**src/design/mrm_pkg.sv**
```systemverilog
// shared types and constants for the memory region map
// no dependencies; every other design file refers to it by scoped names
package mrm_pkg;

	localparam int TABLE_DEPTH = 32;
	localparam int IDX_W       = $clog2(TABLE_DEPTH);
	localparam int CNT_W       = $clog2(TABLE_DEPTH + 1);

	typedef enum logic [1:0] {
		CMD_APPEND  = 2'd0,
		CMD_RESERVE = 2'd1,
		CMD_MERGE   = 2'd2,
		CMD_READ    = 2'd3
	} cmd_code_t;

	typedef enum logic [1:0] {
		ST_OK   = 2'd0,
		ST_MISS = 2'd1,
		ST_FULL = 2'd2
	} status_t;

	// what a cell loads at the next edge
	typedef enum logic [1:0] {
		CELL_HOLD = 2'd0,
		CELL_LOAD = 2'd1,
		CELL_UP   = 2'd2,
		CELL_DOWN = 2'd3
	} cell_op_t;

	typedef struct packed {
		logic        used;
		logic [31:0] base;
		logic [31:0] len;
	} entry_t;

	typedef struct packed {
		logic [1:0]  command;
		logic [31:0] region_addr;
		logic [31:0] region_size;
		logic        region_used;
		logic [4:0]  entry_index;
	} cmd_t;

	typedef struct packed {
		logic [1:0]  status;
		logic        entry_used_out;
		logic [31:0] entry_addr_out;
		logic [31:0] entry_size_out;
		logic [5:0]  entry_total;
	} rsp_t;

endpackage

```
**src/design/mrm_cell.sv**
```systemverilog
// one table entry of the region map, linked to its two neighbours
// depends on mrm_pkg for the entry and operation types
module mrm_cell (
	input  logic              clk,
	input  mrm_pkg::cell_op_t op,
	input  mrm_pkg::entry_t   load,
	input  mrm_pkg::entry_t   lower,
	input  mrm_pkg::entry_t   upper,
	output mrm_pkg::entry_t   entry
);

	mrm_pkg::entry_t entry_q;

	always_ff @(posedge clk) begin
		case (op)
			mrm_pkg::CELL_LOAD: entry_q <= load;
			mrm_pkg::CELL_UP:   entry_q <= lower;
			mrm_pkg::CELL_DOWN: entry_q <= upper;
			default:            entry_q <= entry_q;
		endcase
	end

	assign entry = entry_q;

endmodule
```
**config.mk**
```make
export PLATFORM = sky130hd
export DESIGN_NAME = mrm_cell
export DESIGN_NICKNAME = d
export VERILOG_FILES = /design/src/design/mrm_pkg.sv /design/src/design/mrm_cell.sv
export SDC_FILE = /design/constraint.sdc
export NUM_CORES = 1
export LEC_CHECK = 0
export ABC_AREA = 1
export BUFFER_PORTS_ARGS = -buffer_cell sky130_fd_sc_hd__buf_2
export CORE_MARGIN = 3
export CORE_UTILIZATION = 24
export DETAILED_ROUTE_END_ITERATION = 7
export SETUP_SLACK_MARGIN = 0.4
export SKIP_CTS_REPAIR_TIMING = 1
export SYNTH_ARGS = -nofsm -noshare
export SYNTH_HDL_FRONTEND = slang
export SYNTH_SLANG_ARGS = --single-unit
```
**constraint.sdc**
```tcl
create_clock -name clk -period 6 [get_ports clk]
set_input_delay 0.3 -clock clk [delete_from_list [all_inputs] [get_ports clk]]
set_output_delay 0.3 -clock clk [all_outputs]
set_load 0.005 [all_outputs]
```
==> out/qor.txt <==
status: complete, no violations
Crit path top cell by count: buf_4
PortBufs: 262
die width: 126 microns
cells after synthesis: 364
TritonCTS clock tree: built
sequential area share after synthesis: 56.1%
clk sink count: 65
# setup viols final: 0
Netlist Area Pre-Place: 0.00348 sq mm
post-layout util: 36.1%
Min-Delay Path Depth: 3
share of layout cells above drive strength 1: 46.4%
die area: 0.0160 sq mm
cts bufs inserted: 9
Worst-Margin Slew: 853 ps
fin. max-slew vios: 0
Hold Path Class: primary input to flop
Detail Route Antenna Nets: 0
hold endpoint: entry[63]$_DFFE_PP_
RSZ-0062 raised after global routing: false
worst vdd ir: 97.6 uV
CP Class: primary input to flop
Mean Syn Cell Area: 9.56 sq um
Top Ports: 263
core box area: 0.0140 sq mm
initial antenna violation count: 0
GRT Total Usage: 13.1%
Final Power: 1.35 mW
Die H: 126 microns
DR iter-0 viols: 212
# diodes: 0
Max Fclk: 0.482 GHz
min-delay src: load[63]
commonest cells after routing, fill and taps aside: 261 x buf_2, 195 x nand3_1, 65 x nand2_1, 65 x edfxtp_1, 9 x clkbuf_16
vias in the first global route: 3397
post-synth top area share: 56.1%
Critical Path AT: 1940 ps
crit-path max FO: 66
setup_tns: 0 ps
most common cell after layout, fill and taps aside: buf_2
Distinct cells, synth: 8
vias: 3631
Nets: 803
drt via density: 4.60
DP HPWL: 7960 microns
gr ovfl total: 0
Routed WL per cell: 13.9 microns
Syn Nets: 562
first-pass GRT wire length: 17000 microns
CP max stage cell: nand2_4
period utilisation layout: 34.6%
htree depth: 3
critical path, cell by cell: buf_4 > inv_2 > buf_4 > nand2_4
final instance area: 0.00507 sq mm
final WL: 11000 microns
CP Capture Type: flop
Initial Util: 24.8%
max cap viols: 0
Leak Pwr: 2.44 nW
FP Rows: 43
Area growth syn-to-layout: 45.8%
Buf/Inv on CP: 3
Residual DRC: 0
startpoint types: primary input
warnings from Yosys: 0
Synth area leaders: edfxtp_1 56%, nand3_1 28%, nand2_1 7.1%
Fin. Hold Viols: 0
crit-path leading delay family: buffers and inverters
Slew HR: 43.1%
cell taking the most area after synthesis: edfxtp_1
pin count of the biggest net entering global routing: 75
max FFs per register: 65
Seq cells post-synth: 65
PwrDens: 267 mW/mm^2
Area after DPL: 0.00476 sq mm
routability cong.: 0.748
clock slew at reported path FFs: 60 ps
clock buffer depth: 2
WP data required: 5870 ps
dpl cells: 774
Final Instance Count excl. Fillers: 790
root buffer cell: clkbuf_16
max incr delay on CP: 600 ps
drt first pass iters: 6
post-layout min period: 2070 ps
-- Yosys cell counts (all sizes together) --
cell / instances
clkbuf: 3
edfxtp: 65
nand3: 195
buf: 33
inv: 2
nand2: 66
-- worst min-delay path, stage by stage --
cell and delay [ps]:
buf_2 80, nand2_1 40, nand3_1 60
-- worst max path at each step --
stage / from / endpoint / slack (ps) / cells past startpoint
floorplan: op[1] / entry[0]$_DFFE_PP_ / 3490 / 5
global placement: op[1] / entry[36]$_DFFE_PP_ / 3550 / 4
detailed placement: op[1] / entry[35]$_DFFE_PP_ / 3570 / 4
CTS: op[1] / entry[46]$_DFFE_PP_ / 3920 / 4
global route: op[1] / entry[30]$_DFFE_PP_ / 3780 / 4
finish: op[1] / entry[11]$_DFFE_PP_ / 3930 / 4
-- cell families after synthesis --
| kind of cell | Yosys count | synth area share, % |
|---|---|---|
| buffers and inverters | 38 | 8.74 |
| AND/OR/NAND/NOR | 261 | 35.2 |
| flip-flops | 65 | 56.1 |
-- layout make-up --
cell class	count	area [sq um]
clock inverter	5	80.1
timing repair buffer	266	1340
clock buffer	11	233
inverter	2	7.51
multi-input combinational	261	1230
sequential	65	1950
fill	1480	8970
tap	180	225
-- where the power goes --
part	leakage [nW]	switching [mW]	internal, mW
registers	0.671	0.0120	0.565
clock network	0.146	0.188	0.363
logic	1.62	0.118	0.107
total	2.44	0.318	1.03
-- stage by stage --
step                worst slack (ps)  hold WS, ps
floorplan                       3490          503
global placement                3550          594
detailed placement              3570          593
CTS                             3920          249
global route                    3780          259
finish                          3930          269
-- layer usage --
layer  vias up  global-route usage, %  share of wire (%)
met5         -                      0                  0
met3        10                   4.34                 10
met4         0                   3.79                1.4
met1      1638                   16.2                 40
met2       178                   22.0                 48
li1       1805                      -                  -
Power figures use the tool's default switching activity.
